[src/hw/rtl/mcpg_pkg.sv]
// ----------------------------------------------------------------------------
// mcpg_pkg
// Shared widths and register indexes for the midpoint circle point generator.
// ----------------------------------------------------------------------------
package mcpg_pkg;

    // output coordinate width, two's complement
    localparam int unsigned OUT_W      = 12;
    // decision variable width
    localparam int unsigned DEC_W      = 16;
    // configuration port
    localparam int unsigned CFG_IDX_W  = 2;
    localparam int unsigned CFG_DATA_W = 10;
    localparam int unsigned CENTER_W   = 10;
    localparam int unsigned RADIUS_W   = 9;

    // configuration register indexes
    localparam logic [CFG_IDX_W-1:0] REG_CENTER_X = 2'd0;
    localparam logic [CFG_IDX_W-1:0] REG_CENTER_Y = 2'd1;
    localparam logic [CFG_IDX_W-1:0] REG_RADIUS   = 2'd2;

endpackage

[src/hw/rtl/mcpg_front.sv]
// ----------------------------------------------------------------------------
// mcpg_front
// Accepts restart/advance transactions, keeps the octant offsets and the
// decision variable, and pushes one step command per advance once running.
// ----------------------------------------------------------------------------
module mcpg_front
    import mcpg_pkg::*;
#(
    parameter int unsigned COORD_WIDTH = 10
) (
    input  logic                     i_clk,
    input  logic                     i_rst_n,
    input  logic                     i_in_valid,
    output logic                     o_in_ready,
    input  logic                     i_restart,
    input  logic [RADIUS_W-1:0]      i_radius,
    input  logic                     i_q_ready,
    output logic                     o_q_push,
    output logic [2*COORD_WIDTH:0]   o_q_data
);

    localparam int unsigned CW = COORD_WIDTH;

    logic [CW-1:0]    r_x, n_x;
    logic [CW-1:0]    r_y, n_y;
    logic [DEC_W-1:0] r_dec, n_dec;
    logic             r_running, n_running;

    logic                  accept;
    logic                  arc_done;
    logic                  dec_pos;
    logic [CW-1:0]         y_step;
    logic [CW+RADIUS_W-1:0] rad_wide;
    logic [CW-1:0]         rad_cw;
    logic [CW+DEC_W-1:0]   rad_ext, x_ext, y_ext;
    logic [DEC_W-1:0]      rad16, x16, y16, diff16, dec_inc, dec_init;

    assign o_in_ready = i_q_ready;
    assign accept     = i_in_valid && i_q_ready;

    // radius limited to the offset width, then widened for the decision
    assign rad_wide = {{CW{1'b0}}, i_radius};
    assign rad_cw   = rad_wide[CW-1:0];
    assign rad_ext  = {{DEC_W{1'b0}}, rad_cw};
    assign rad16    = rad_ext[DEC_W-1:0];
    assign dec_init = 16'd3 - {rad16[DEC_W-2:0], 1'b0};

    // midpoint step
    assign arc_done = (r_y < r_x);
    assign dec_pos  = !r_dec[DEC_W-1] && (r_dec != '0);
    assign y_step   = (dec_pos && (r_y != '0)) ? (r_y - 1'b1) : r_y;
    assign x_ext    = {{DEC_W{1'b0}}, r_x};
    assign y_ext    = {{DEC_W{1'b0}}, y_step};
    assign x16      = x_ext[DEC_W-1:0];
    assign y16      = y_ext[DEC_W-1:0];
    assign diff16   = x16 - y16;
    assign dec_inc  = dec_pos ? ({diff16[DEC_W-3:0], 2'b00} + 16'd10)
                              : ({x16[DEC_W-3:0], 2'b00} + 16'd6);

    // command to the back end: {finished, x, y}
    assign o_q_push = accept && !i_restart && r_running;
    assign o_q_data = {arc_done, r_x, r_y};

    // state update
    always_comb begin
        n_x       = r_x;
        n_y       = r_y;
        n_dec     = r_dec;
        n_running = r_running;
        if (accept) begin
            if (i_restart) begin
                n_x       = '0;
                n_y       = rad_cw;
                n_dec     = dec_init;
                n_running = 1'b1;
            end else if (r_running && !arc_done) begin
                n_x   = r_x + 1'b1;
                n_y   = y_step;
                n_dec = r_dec + dec_inc;
            end
        end
    end

    always_ff @(posedge i_clk) begin
        if (!i_rst_n) begin
            r_x       <= '0;
            r_y       <= '0;
            r_dec     <= '0;
            r_running <= 1'b0;
        end else begin
            r_x       <= n_x;
            r_y       <= n_y;
            r_dec     <= n_dec;
            r_running <= n_running;
        end
    end

endmodule

[src/hw/rtl/mcpg_queue.sv]
// ----------------------------------------------------------------------------
// mcpg_queue
// Two-entry command queue between the front and back ends.
// ----------------------------------------------------------------------------
module mcpg_queue #(
    parameter int unsigned DATA_W = 21
) (
    input  logic              i_clk,
    input  logic              i_rst_n,
    input  logic              i_push,
    input  logic [DATA_W-1:0] i_data,
    output logic              o_ready,
    input  logic              i_pop,
    output logic              o_valid,
    output logic [DATA_W-1:0] o_data
);

    logic [DATA_W-1:0] r_mem [2];
    logic              r_wptr, n_wptr;
    logic              r_rptr, n_rptr;
    logic [1:0]        r_count, n_count;

    assign o_ready = (r_count != 2'd2);
    assign o_valid = (r_count != 2'd0);
    assign o_data  = r_mem[r_rptr];

    // pointers and fill count
    always_comb begin
        n_wptr  = r_wptr;
        n_rptr  = r_rptr;
        n_count = r_count;
        if (i_push) begin
            n_wptr = ~r_wptr;
        end
        if (i_pop) begin
            n_rptr = ~r_rptr;
        end
        priority if (i_push && !i_pop) begin
            n_count = r_count + 2'd1;
        end else if (i_pop && !i_push) begin
            n_count = r_count - 2'd1;
        end else begin
            // push and pop together, or neither: count holds
            n_count = r_count;
        end
    end

    always_ff @(posedge i_clk) begin
        if (!i_rst_n) begin
            r_wptr  <= 1'b0;
            r_rptr  <= 1'b0;
            r_count <= 2'd0;
        end else begin
            r_wptr  <= n_wptr;
            r_rptr  <= n_rptr;
            r_count <= n_count;
        end
    end

    // entry storage
    always_ff @(posedge i_clk) begin
        if (i_push) begin
            r_mem[r_wptr] <= i_data;
        end
    end

    a_count_bound: assert property (@(posedge i_clk) disable iff (!i_rst_n)
        r_count != 2'd3)
        else $error("queue count out of range");

    a_no_overflow: assert property (@(posedge i_clk) disable iff (!i_rst_n)
        i_push |-> (r_count != 2'd2))
        else $error("push into full queue");

    a_no_underflow: assert property (@(posedge i_clk) disable iff (!i_rst_n)
        i_pop |-> (r_count != 2'd0))
        else $error("pop from empty queue");

endmodule

[src/hw/rtl/mcpg_back.sv]
// ----------------------------------------------------------------------------
// mcpg_back
// Expands each step command into eight symmetric points, or one finished
// marker, through a registered output stage.
// ----------------------------------------------------------------------------
module mcpg_back
    import mcpg_pkg::*;
#(
    parameter int unsigned COORD_WIDTH = 10
) (
    input  logic                    i_clk,
    input  logic                    i_rst_n,
    input  logic                    i_q_valid,
    input  logic [2*COORD_WIDTH:0]  i_q_data,
    output logic                    o_q_pop,
    input  logic [CENTER_W-1:0]     i_center_x,
    input  logic [CENTER_W-1:0]     i_center_y,
    output logic                    o_out_valid,
    input  logic                    i_out_ready,
    output logic signed [OUT_W-1:0] o_point_x,
    output logic signed [OUT_W-1:0] o_point_y,
    output logic                    o_point_valid,
    output logic                    o_last_of_step,
    output logic                    o_finished
);

    localparam int unsigned CW = COORD_WIDTH;

    typedef enum logic [1:0] {
        ST_IDLE = 2'b01,
        ST_EMIT = 2'b10
    } t_bstate;

    t_bstate      r_state, n_state;
    logic [2:0]   r_idx, n_idx;
    logic         r_out_valid, n_out_valid;
    logic [CW-1:0] r_x, n_x;
    logic [CW-1:0] r_y, n_y;
    logic signed [OUT_W-1:0] r_px, n_px;
    logic signed [OUT_W-1:0] r_py, n_py;
    logic         r_pv, n_pv;
    logic         r_last, n_last;
    logic         r_fin, n_fin;

    logic         out_free;
    logic         q_fin;
    logic [CW-1:0] q_x, q_y;
    logic [CW-1:0] src_x, src_y;
    logic [2:0]   src_idx;
    logic [CW+OUT_W-1:0] x_ext, y_ext;
    logic [CW+CENTER_W-1:0] cx_wide, cy_wide;
    logic [CW-1:0] cx_cw, cy_cw;
    logic [CW+OUT_W-1:0] cx_ext, cy_ext;
    logic [OUT_W-1:0] x12, y12, cx12, cy12, a12, b12, px12, py12;

    assign {q_fin, q_x, q_y} = i_q_data;
    assign out_free = !r_out_valid || i_out_ready;

    // center limited to the offset width, everything taken modulo 2^12
    assign cx_wide = {{CW{1'b0}}, i_center_x};
    assign cy_wide = {{CW{1'b0}}, i_center_y};
    assign cx_cw   = cx_wide[CW-1:0];
    assign cy_cw   = cy_wide[CW-1:0];
    assign cx_ext  = {{OUT_W{1'b0}}, cx_cw};
    assign cy_ext  = {{OUT_W{1'b0}}, cy_cw};
    assign cx12    = cx_ext[OUT_W-1:0];
    assign cy12    = cy_ext[OUT_W-1:0];

    // point 0 comes straight from the queue head, the rest from latched offsets
    assign src_x   = (r_state == ST_IDLE) ? q_x : r_x;
    assign src_y   = (r_state == ST_IDLE) ? q_y : r_y;
    assign src_idx = (r_state == ST_IDLE) ? 3'd0 : r_idx;
    assign x_ext   = {{OUT_W{1'b0}}, src_x};
    assign y_ext   = {{OUT_W{1'b0}}, src_y};
    assign x12     = x_ext[OUT_W-1:0];
    assign y12     = y_ext[OUT_W-1:0];

    // index bit 2 swaps the octant, bit 0 negates column, bit 1 negates row
    assign a12  = src_idx[2] ? y12 : x12;
    assign b12  = src_idx[2] ? x12 : y12;
    assign px12 = src_idx[0] ? (cx12 - a12) : (cx12 + a12);
    assign py12 = src_idx[1] ? (cy12 - b12) : (cy12 + b12);

    // sequencer and output stage
    always_comb begin
        n_state     = r_state;
        n_idx       = r_idx;
        n_x         = r_x;
        n_y         = r_y;
        n_px        = r_px;
        n_py        = r_py;
        n_pv        = r_pv;
        n_last      = r_last;
        n_fin       = r_fin;
        n_out_valid = r_out_valid && !i_out_ready;
        o_q_pop     = 1'b0;
        unique case (r_state)
            ST_IDLE: begin
                if (i_q_valid && out_free) begin
                    o_q_pop     = 1'b1;
                    n_out_valid = 1'b1;
                    n_x         = q_x;
                    n_y         = q_y;
                    if (q_fin) begin
                        n_px   = '0;
                        n_py   = '0;
                        n_pv   = 1'b0;
                        n_last = 1'b1;
                        n_fin  = 1'b1;
                    end else begin
                        n_px    = $signed(px12);
                        n_py    = $signed(py12);
                        n_pv    = 1'b1;
                        n_last  = 1'b0;
                        n_fin   = 1'b0;
                        n_idx   = 3'd1;
                        n_state = ST_EMIT;
                    end
                end
            end
            ST_EMIT: begin
                if (out_free) begin
                    n_out_valid = 1'b1;
                    n_px        = $signed(px12);
                    n_py        = $signed(py12);
                    n_pv        = 1'b1;
                    n_fin       = 1'b0;
                    n_last      = (r_idx == 3'd7);
                    n_idx       = r_idx + 3'd1;
                    if (r_idx == 3'd7) begin
                        n_state = ST_IDLE;
                    end
                end
            end
            default: begin
                n_state = ST_IDLE;
            end
        endcase
    end

    always_ff @(posedge i_clk) begin
        if (!i_rst_n) begin
            r_state     <= ST_IDLE;
            r_idx       <= 3'd0;
            r_out_valid <= 1'b0;
        end else begin
            r_state     <= n_state;
            r_idx       <= n_idx;
            r_out_valid <= n_out_valid;
        end
    end

    // payload, no reset needed
    always_ff @(posedge i_clk) begin
        r_x    <= n_x;
        r_y    <= n_y;
        r_px   <= n_px;
        r_py   <= n_py;
        r_pv   <= n_pv;
        r_last <= n_last;
        r_fin  <= n_fin;
    end

    assign o_out_valid    = r_out_valid;
    assign o_point_x      = r_px;
    assign o_point_y      = r_py;
    assign o_point_valid  = r_pv;
    assign o_last_of_step = r_last;
    assign o_finished     = r_fin;

    a_fin_shape: assert property (@(posedge i_clk) disable iff (!i_rst_n)
        (o_out_valid && o_finished) |-> (o_last_of_step && !o_point_valid))
        else $error("finished marker malformed");

    a_emit_idx: assert property (@(posedge i_clk) disable iff (!i_rst_n)
        (r_state == ST_EMIT) |-> (r_idx != 3'd0))
        else $error("emit index wrapped while emitting");

    a_last_ends: assert property (@(posedge i_clk) disable iff (!i_rst_n)
        (r_state == ST_EMIT && out_free && r_idx == 3'd7) |=> (r_state == ST_IDLE))
        else $error("sequencer did not return to idle after eighth point");

endmodule

[src/hw/rtl/midpoint_circle_point_generator_core.sv]
// ----------------------------------------------------------------------------
// midpoint_circle_point_generator_core
// Midpoint circle rasterizer: restart/advance transactions in, plotted
// points out, center and radius held in configuration registers.
// ----------------------------------------------------------------------------
// Usage:
//   Write center_x, center_y and circle_radius through the cfg port while
//   idle. A transaction with i_restart=1 loads offsets (0, radius) and the
//   decision 3-2r; it produces no result. Each transaction with i_restart=0
//   yields eight points center+-(x,y), center+-(y,x), the eighth marked by
//   o_last_of_step, or, once x has passed y, one finished marker.
//   Advances before the first restart produce nothing.
// Timing:
//   The front end updates offsets in the cycle an item is accepted and
//   queues a step command (two-entry queue). The back end pops it into
//   the output register, which drives o_out_valid and is the limit;
//   results follow at one per cycle while commands are queued and
//   i_out_ready is high. A point-producing step occupies the single-point
//   output channel for its eight points, a finished marker for one.
//   The front accepts while the queue has room, so up to two steps can
//   wait while the receiver stalls; o_in_ready drops when both are full.
// Reset:
//   Synchronous, active low. Clears the config registers, offsets, decision
//   and the running flag; the queue and output stage come up empty.
// ----------------------------------------------------------------------------
module midpoint_circle_point_generator_core
    import mcpg_pkg::*;
#(
    parameter int unsigned COORD_WIDTH = 10
) (
    input  logic                    i_clk,
    input  logic                    i_rst_n,
    // configuration
    input  logic                    i_cfg_we,
    input  logic [CFG_IDX_W-1:0]    i_cfg_idx,
    input  logic [CFG_DATA_W-1:0]   i_cfg_wdata,
    // input channel
    input  logic                    i_in_valid,
    output logic                    o_in_ready,
    input  logic                    i_restart,
    // output channel
    output logic                    o_out_valid,
    input  logic                    i_out_ready,
    output logic signed [OUT_W-1:0] o_point_x,
    output logic signed [OUT_W-1:0] o_point_y,
    output logic                    o_point_valid,
    output logic                    o_last_of_step,
    output logic                    o_finished
);

    localparam int unsigned QW = 2 * COORD_WIDTH + 1;

    logic [CENTER_W-1:0] r_center_x;
    logic [CENTER_W-1:0] r_center_y;
    logic [RADIUS_W-1:0] r_radius;

    logic          q_push, q_ready, q_pop, q_valid;
    logic [QW-1:0] q_wdata, q_rdata;

    // configuration registers
    always_ff @(posedge i_clk) begin
        if (!i_rst_n) begin
            r_center_x <= '0;
            r_center_y <= '0;
            r_radius   <= '0;
        end else if (i_cfg_we) begin
            unique case (i_cfg_idx)
                REG_CENTER_X: r_center_x <= i_cfg_wdata;
                REG_CENTER_Y: r_center_y <= i_cfg_wdata;
                REG_RADIUS:   r_radius   <= i_cfg_wdata[RADIUS_W-1:0];
                default: begin
                end
            endcase
        end
    end

    mcpg_front #(
        .COORD_WIDTH (COORD_WIDTH)
    ) u_front (
        .i_clk      (i_clk),
        .i_rst_n    (i_rst_n),
        .i_in_valid (i_in_valid),
        .o_in_ready (o_in_ready),
        .i_restart  (i_restart),
        .i_radius   (r_radius),
        .i_q_ready  (q_ready),
        .o_q_push   (q_push),
        .o_q_data   (q_wdata)
    );

    mcpg_queue #(
        .DATA_W (QW)
    ) u_queue (
        .i_clk   (i_clk),
        .i_rst_n (i_rst_n),
        .i_push  (q_push),
        .i_data  (q_wdata),
        .o_ready (q_ready),
        .i_pop   (q_pop),
        .o_valid (q_valid),
        .o_data  (q_rdata)
    );

    mcpg_back #(
        .COORD_WIDTH (COORD_WIDTH)
    ) u_back (
        .i_clk          (i_clk),
        .i_rst_n        (i_rst_n),
        .i_q_valid      (q_valid),
        .i_q_data       (q_rdata),
        .o_q_pop        (q_pop),
        .i_center_x     (r_center_x),
        .i_center_y     (r_center_y),
        .o_out_valid    (o_out_valid),
        .i_out_ready    (i_out_ready),
        .o_point_x      (o_point_x),
        .o_point_y      (o_point_y),
        .o_point_valid  (o_point_valid),
        .o_last_of_step (o_last_of_step),
        .o_finished     (o_finished)
    );

endmodule
[config.mk]
export PLATFORM = sky130hd
export DESIGN_NAME = midpoint_circle_point_generator_core
export DESIGN_NICKNAME = d
export VERILOG_FILES = /design/src/hw/rtl/mcpg_pkg.sv /design/src/hw/rtl/mcpg_front.sv /design/src/hw/rtl/mcpg_queue.sv /design/src/hw/rtl/mcpg_back.sv /design/src/hw/rtl/midpoint_circle_point_generator_core.sv
export SDC_FILE = /design/constraint.sdc
export NUM_CORES = 1
export LEC_CHECK = 0
export BUFFER_PORTS_ARGS = -buffer_cell sky130_fd_sc_hd__clkbuf_2
export CAP_MARGIN = 20
export CORE_MARGIN = 3
export CORE_UTILIZATION = 45
export DETAILED_ROUTE_END_ITERATION = 12
export HOLD_SLACK_MARGIN = 0.1
export SLEW_MARGIN = 20
export SYNTH_ARGS = -nofsm -noshare
export SYNTH_HDL_FRONTEND = slang
export SYNTH_HIERARCHICAL = 1
export SYNTH_SLANG_ARGS = --single-unit
[constraint.sdc]
create_clock -name i_clk -period 5.9 [get_ports i_clk]
set_clock_uncertainty 0.15 [all_clocks]
set_input_delay 1.77 -clock i_clk [delete_from_list [all_inputs] [get_ports i_clk]]
set_output_delay 1.77 -clock i_clk [all_outputs]
set_load 0.01 [all_outputs]
==> flow_summary.yaml, run 1 <==
status:
  status: "finished clean"
global_routing:
  grt_usage_pct: 19.5
  antenna_found_initial: 0
  grt_start_max_net_pins: 36
  globalRouteMet1Util_pct: 25.9
  busiest_layer: "met2"
  grtUsageMet2_pct: 32.8
  grt_pass1_vias: 7674
  grt_overflow: 0
  grt_pass1_wl_um: 40500
  met3_usage_pct: 2.69
synthesis:
  async_reset_ff_share_pct: 0
  yosys_warnings: 6
  yosys.area.top_type: "edfxtp_1"
  yosysMostFrequentCell: "nand2_1"
  syn-num-nets: 1250
  synth_area_per_cell_um2: 9.50
  synthMuxAreaShare_pct: 7.25
  synth_compound_area_share_pct: 17.2
  synth_adder_area_share_pct: 10.7
  synth.distinct_cells: 88
  ys_seq_area_share_pct: 38.8
  mappedNetlistArea_um2: 10900
  synth.top_cells.by_area: "edfxtp_1 25%, dfxtp_1 14%, ha_1 9.7%"
  yosysTopAreaCellShare_pct: 24.6
  synth_top_family_by_area: "compound AO/OA/AOI/OAI gates"
  ys_ff_latch: 166
  yosys.area_share.simple_pct: 16.4
  synth_cells: 1143
  synth_xor_area_share_pct: 4.84
  synth_flop_cell: "edfxtp_1"
  netlist_top_cells_count: "131 x nand2_1, 89 x edfxtp_1, 84 x ha_1"
  synth_edf_count: 89
layout:
  num-fill-cells: 2249
  diodes: 0
  area_delta_synth_final_pct: 10.6
  drive_gt1_share_pct: 11.9
  fin_util_pct: 50.9
  nets: 1279
power_and_ir_drop:
  switching_share_pct: 44.2
  p_seq_share_pct: 23.6
  power.density_nw_per_um2: 592
  power.share.clock_pct: 16.3
  p_int_w: 0.00397
  pwr-share-comb_pct: 60.1
  p_sw_w: 0.00315
  irDropWorstVdd_uv: 578
  p_leak_nw: 4.89
  total_power_w: 0.00712
sta:
  period_minus_slack_ns: 5.49
  worstMarginPinSlew_ns: 1.04
  max-slew-margin-rel_pct: 30.2
  drv_slew: 0
  fmax_mhz: 182
  post-route-period-util_pct: 93.1
  setup_viol: 0
  hold_violations: 0
setup_path:
  worstPathCellList: "nor3_1 > a41oi_2 > buf_4 > nand3_1 > or4_1 > and2_1 > ha_1 > nand3_2 > o31ai_1 > and4bb_1 > nor2_1 > xor2_1 > and4bb_2 > xnor2_1 > o21ai_1 > ha_1 > or2_2 > a21oi_1 > o31ai_1 > xnor2_1 > o21a_1 > a21oi_1"
  slowest_delay_ns: 0.43
  critPathKind: "register to register"
  worst_ep_arrival_time_ns: 5.72
  critical_path.endpoint_type: "register"
  crit_buf_inv: 1
  cpLargestDelayFamily: "simple AND/OR/NAND/NOR gates"
  crit_fanout: 6
  cp_slowest_cell: "or4_1"
  cp_data_required_time_ns: 6.13
  startpoint_type: "register"
floorplan:
  die_h_um: 161
  die_area_um2: 26000
  num_rows: 56
  core_um2: 23600
  die_x_um: 161
  io-pin-count: 47
  start_util_pct: 46.0
clocking:
  root_buffer: "clkbuf_16"
  cts-htree-levels: 4
  worst_skew_pair.late_latency_ns: 0.44
  clock_sinks: 166
  cts_max_path_buffers: 2
  cts_buffers: 17
  cts_tree: "built"
  cts_hold_buf: 0
  path_clk_slew_ns: 0.08
detailed_routing:
  drt-wirelength-per-cell_um: 16.8
  drc: 0
  drt_iter0_markers: 458
  routed_wl_um: 25200
  via_per_inst: 5.45
  drt-pass1-iter-count: 5
  ant_nets: 0
  vias: 8190
placement:
  globalplace.congestion: 0.896
  port_buffers: 46
  dp_hpwl_um: 19300
hold_path:
  hp-class: "register to register"
run:
  maxCapViolCount: 0
-- layout make-up --
| class | count | area, µm² | area share, % |
|---|---|---|---|
| well taps | 319 | 399 | 3.32 |
| repair buffers | 63 | 358 | 2.98 |
| clock inverters | 13 | 143 | 1.19 |
| inverters | 70 | 263 | 2.19 |
| clock buffers | 19 | 475 | 3.96 |
| multi-input cells | 854 | 6160 | 51.3 |
| flip-flops and latches | 166 | 4210 | 35.1 |
-- worst paths after layout --
check | from | endpoint | slack, ns | cells after the start
setup / recovery | u_front/r_dec[1] | u_front/r_dec[14] | 0.41 | 22
hold / removal | r_radius[0] | r_radius[0] | 0.32 | 2
hold reg to reg | r_radius[0] | r_radius[0] | 0.32 | 2
setup reg to reg | u_front/r_dec[1] | u_front/r_dec[14] | 0.41 | 22
-- tightest hold or removal path: cells and delay by family, from the launching register on --
family	cells	cell delay, ns
multiplexers	1	0.06
AND/OR/NAND/NOR	1	0.05
flip-flops	1	0.31
-- kinds of logic (layout without fill, tap and decap cells) --
family / after synthesis / after routing
compound gates: 271 / 271
simple gates: 357 / 357
xor+xnor: 60 / 60
flops: 166 / 166
mux: 76 / 76
fa+ha+maj: 90 / 90
buf+inv: 123 / 165
-- state kept, by name, indices dropped and copies added (netlist names), 3 cells and up, named ones only --
register and count:
u_front/r_dec 16, u_back/r_y 10, u_front/r_x 10, u_back/r_x 10
u_back/o_point_y 12, u_back/o_point_x 12, r_center_x 10, r_center_y 10
u_back/r_idx 3, u_front/r_y 10, r_radius 9, u_queue/r_mem 42
-- through the flow --
stage / hold slack, ns / setup TNS (ns) / setup WS [ns] / instance area [µm²] / std cells
finish: 0.318 / 0 / 0.410 / 12000 / 1504
global route: 0.333 / -0.000625 / -0.000625 / 12000 / 1504
CTS: 0.324 / 0 / 0.368 / 12000 / 1503
detailed placement: 0.305 / 0 / 0.389 / 11400 / 1471
global placement: 0.298 / 0 / 0.469 / 11400 / 1471
floorplan: 0.274 / 0 / 0.808 / 10900 / 1143
-- per-layer routing --
metal	wire (µm)	vias up
met5	0	-
met4	544	0
met3	708	31
met2	12000	141
met1	11900	3846
li1	-	4172
-- cell usage in the layout, fill, tap and decap left out, drive strengths merged, types with 12 or more instances in the layout --
cell    synthesis  layout
o21ai          76      76
clkbuf         30      65
a21boi         17      17
a21oi          55      55
mux2           21      21
buf            23      17
and3           12      12
nand2         132     132
mux2i          55      55
inv            70      82
nor2b          13      13
xnor2          43      43
nand3          30      30
o21a           13      13
nor2           66      66
edfxtp         89      89
o211ai         17      17
ha             84      84
xor2           17      17
nor3           32      32
dfxtp          77      77
-- what timing repair did --
action,CTS,global route
hold endpoints to repair,0,0
setup endpoints to repair,0,4
gates resized for setup,0,5
setup buffers,0,1
-- power by group through the flow --
stage                     Sequential, W  Combinational (W)  Clock [W]
after detailed placement        0.00171            0.00420          0
final                           0.00168            0.00428    0.00116
after global routing            0.00171            0.00483    0.00123
after CTS                       0.00168            0.00423    0.00118
after floorplan                 0.00172            0.00329          0
after global placement          0.00171            0.00418          0
(Power assumes the default switching activity.)
==> run 2, diff against run 1 <==
--- a/config.mk
+++ b/config.mk
@@ -11,6 +11,7 @@
 export CORE_UTILIZATION = 45
 export DETAILED_ROUTE_END_ITERATION = 12
 export HOLD_SLACK_MARGIN = 0.1
+export RECOVER_POWER = 50
 export SLEW_MARGIN = 20
 export SYNTH_ARGS = -nofsm -noshare
 export SYNTH_HDL_FRONTEND = slang
==> flow_summary.yaml, run 2 (synthesis results as in run 1) <==
placement:
  dp_hpwl_um: 19300
  dpl-instance-area_um2: 11400
  port_buffers: 46
  globalplace.congestion: 0.896
floorplan:
  die_x_um: 161
  core_um2: 23600
  num_rows: 56
  die_h_um: 161
  die_area_um2: 26000
  io-pin-count: 47
  start_util_pct: 46.0
status:
  status: "finished, violations left"
  violations: "max-capacitance violations, max-slew violations"
sta:
  drv_slew: 72
  fmax_mhz: 183
  post-route-period-util_pct: 92.7
  hold_violations: 0
  period_minus_slack_ns: 5.47
  max-slew-margin-rel_pct: -5.46
  fin_setup_tns_ns: 0
  setup_viol: 0
  hold_ws_ns: 0.316
  worstMarginPinSlew_ns: 1.58
detailed_routing:
  drc: 0
  vias: 8171
  drt-wirelength-per-cell_um: 16.7
  drt-pass1-iter-count: 5
  via_per_inst: 5.43
  routed_wl_um: 25200
  drt_iter0_markers: 437
  ant_nets: 0
global_routing:
  grt_pass1_vias: 7674
  grt_start_max_net_pins: 36
  antenna_found_initial: 0
  grt_usage_pct: 19.5
  grt_pass1_wl_um: 40500
  grt_overflow: 0
layout:
  nets: 1279
  reg_top3: "u_queue/r_mem: 42 flops, u_front/r_dec: 16 flops"
  final_area_um2: 12000
  area_delta_synth_final_pct: 10.4
  fin_util_pct: 50.8
  layout_commonest_cell: "nand2_1"
  diodes: 0
  drive_gt1_share_pct: 11.1
  final_cell_mix: "130 x nand2_1, 89 x edfxtp_1, 84 x ha_1, 77 x dfxtp_1"
  largest_reg_flops: 42
  largest-register: "u_queue/r_mem"
clocking:
  cts-htree-levels: 4
  cts_buffers: 17
  cts_tree: "built"
  worst_skew_pair.late_latency_ns: 0.44
  cts_hold_buf: 0
  clock_sinks: 166
  cts_max_path_buffers: 2
  path_clk_slew_ns: 0.08
  root_buffer: "clkbuf_16"
setup_path:
  critical_path.endpoint_type: "register"
  startpoint_type: "register"
  worst_ep_arrival_time_ns: 5.69
  critPathKind: "register to register"
  crit_fanout: 6
  cp_data_required_time_ns: 6.12
power_and_ir_drop:
  power.density_nw_per_um2: 592
  p_leak_nw: 4.86
  irDropWorstVdd_uv: 581
hold_path:
  hp-class: "register to register"
run:
  maxCapViolCount: 2
==> run 2: cell types whose count changed in the layout (fill, tap and decap cells not counted), sizes merged <==
cell	before	now
clkbuf	65	71
buf	17	11
==> run 2: metal layers <==
metal / vias to the layer above / part of all wire [%] / GRT usage, %
li1: 4173 / - / -
met1: 3815 / 47 / 25.9
met2: 154 / 48 / 32.8
met3: 29 / 3.4 / 2.69
met4: 0 / 2.1 / 6.37
met5: - / 0 / 0
==> run 2: worst max-delay path, cell delays in order, from the launching register on <==
cell,delay (ns)
dfxtp_1,0.42
nor3_1,0.10
a41oi_2,0.38
buf_4,0.21
nand3_1,0.09
or4_1,0.43
and2_1,0.18
ha_1,0.37
nand3_2,0.12
o31ai_1,0.37
and4bb_1,0.26
nor2_1,0.14
xor2_1,0.32
and4bb_2,0.31
xnor2_1,0.12
o21ai_1,0.08
ha_1,0.31
or2_2,0.30
a21oi_1,0.19
o31ai_1,0.11
xnor2_1,0.14
o21a_1,0.17
a21oi_1,0.13
==> run 2: final cells by class <==
class                           instances  area, µm²
Timing Repair Buffer                   63        333
Tap cell                              319        399
Fill cell                            2258      11600
Sequential cell                       166       4210
Clock inverter                         13        143
Clock buffer                           19        475
Multi-Input combinational cell        854       6160
Inverter                               70        263
==> run 2: metrics by stage <==
| stage | setup slack, ns | std cells | total power [W] |
|---|---|---|---|
| final | 0.434 | 1504 | 0.00710 |
| after global placement | 0.469 | 1471 | 0.00589 |
| after detailed placement | 0.389 | 1471 | 0.00591 |
| after global routing | -0.00203 | 1504 | 0.00776 |
| after CTS | 0.368 | 1503 | 0.00710 |
| after floorplan | 0.808 | 1143 | 0.00502 |
==> run 2: worst paths after layout <==
path,slack (ns),start,to,depth (start not counted)
setup / recovery,0.43,u_front/r_dec[1],u_front/r_dec[14],22
hold reg to reg,0.32,r_radius[0],r_radius[0],2
setup reg to reg,0.43,u_front/r_dec[1],u_front/r_dec[14],22
hold / removal,0.32,r_radius[0],r_radius[0],2
==> run 2: timing repair <==
item                                    CTS  global route
hold endpoints to repair                  0             0
gates resized for setup                   0             5
buffers inserted                          0             1
endpoints found under the setup margin    0             4
==> run 2: where the power goes <==
part           internal [W]  total [W]  switching [W]
registers           0.00154    0.00169       0.000148
logic               0.00177    0.00425        0.00249
clock network      0.000654    0.00116       0.000502
total               0.00396    0.00710        0.00314
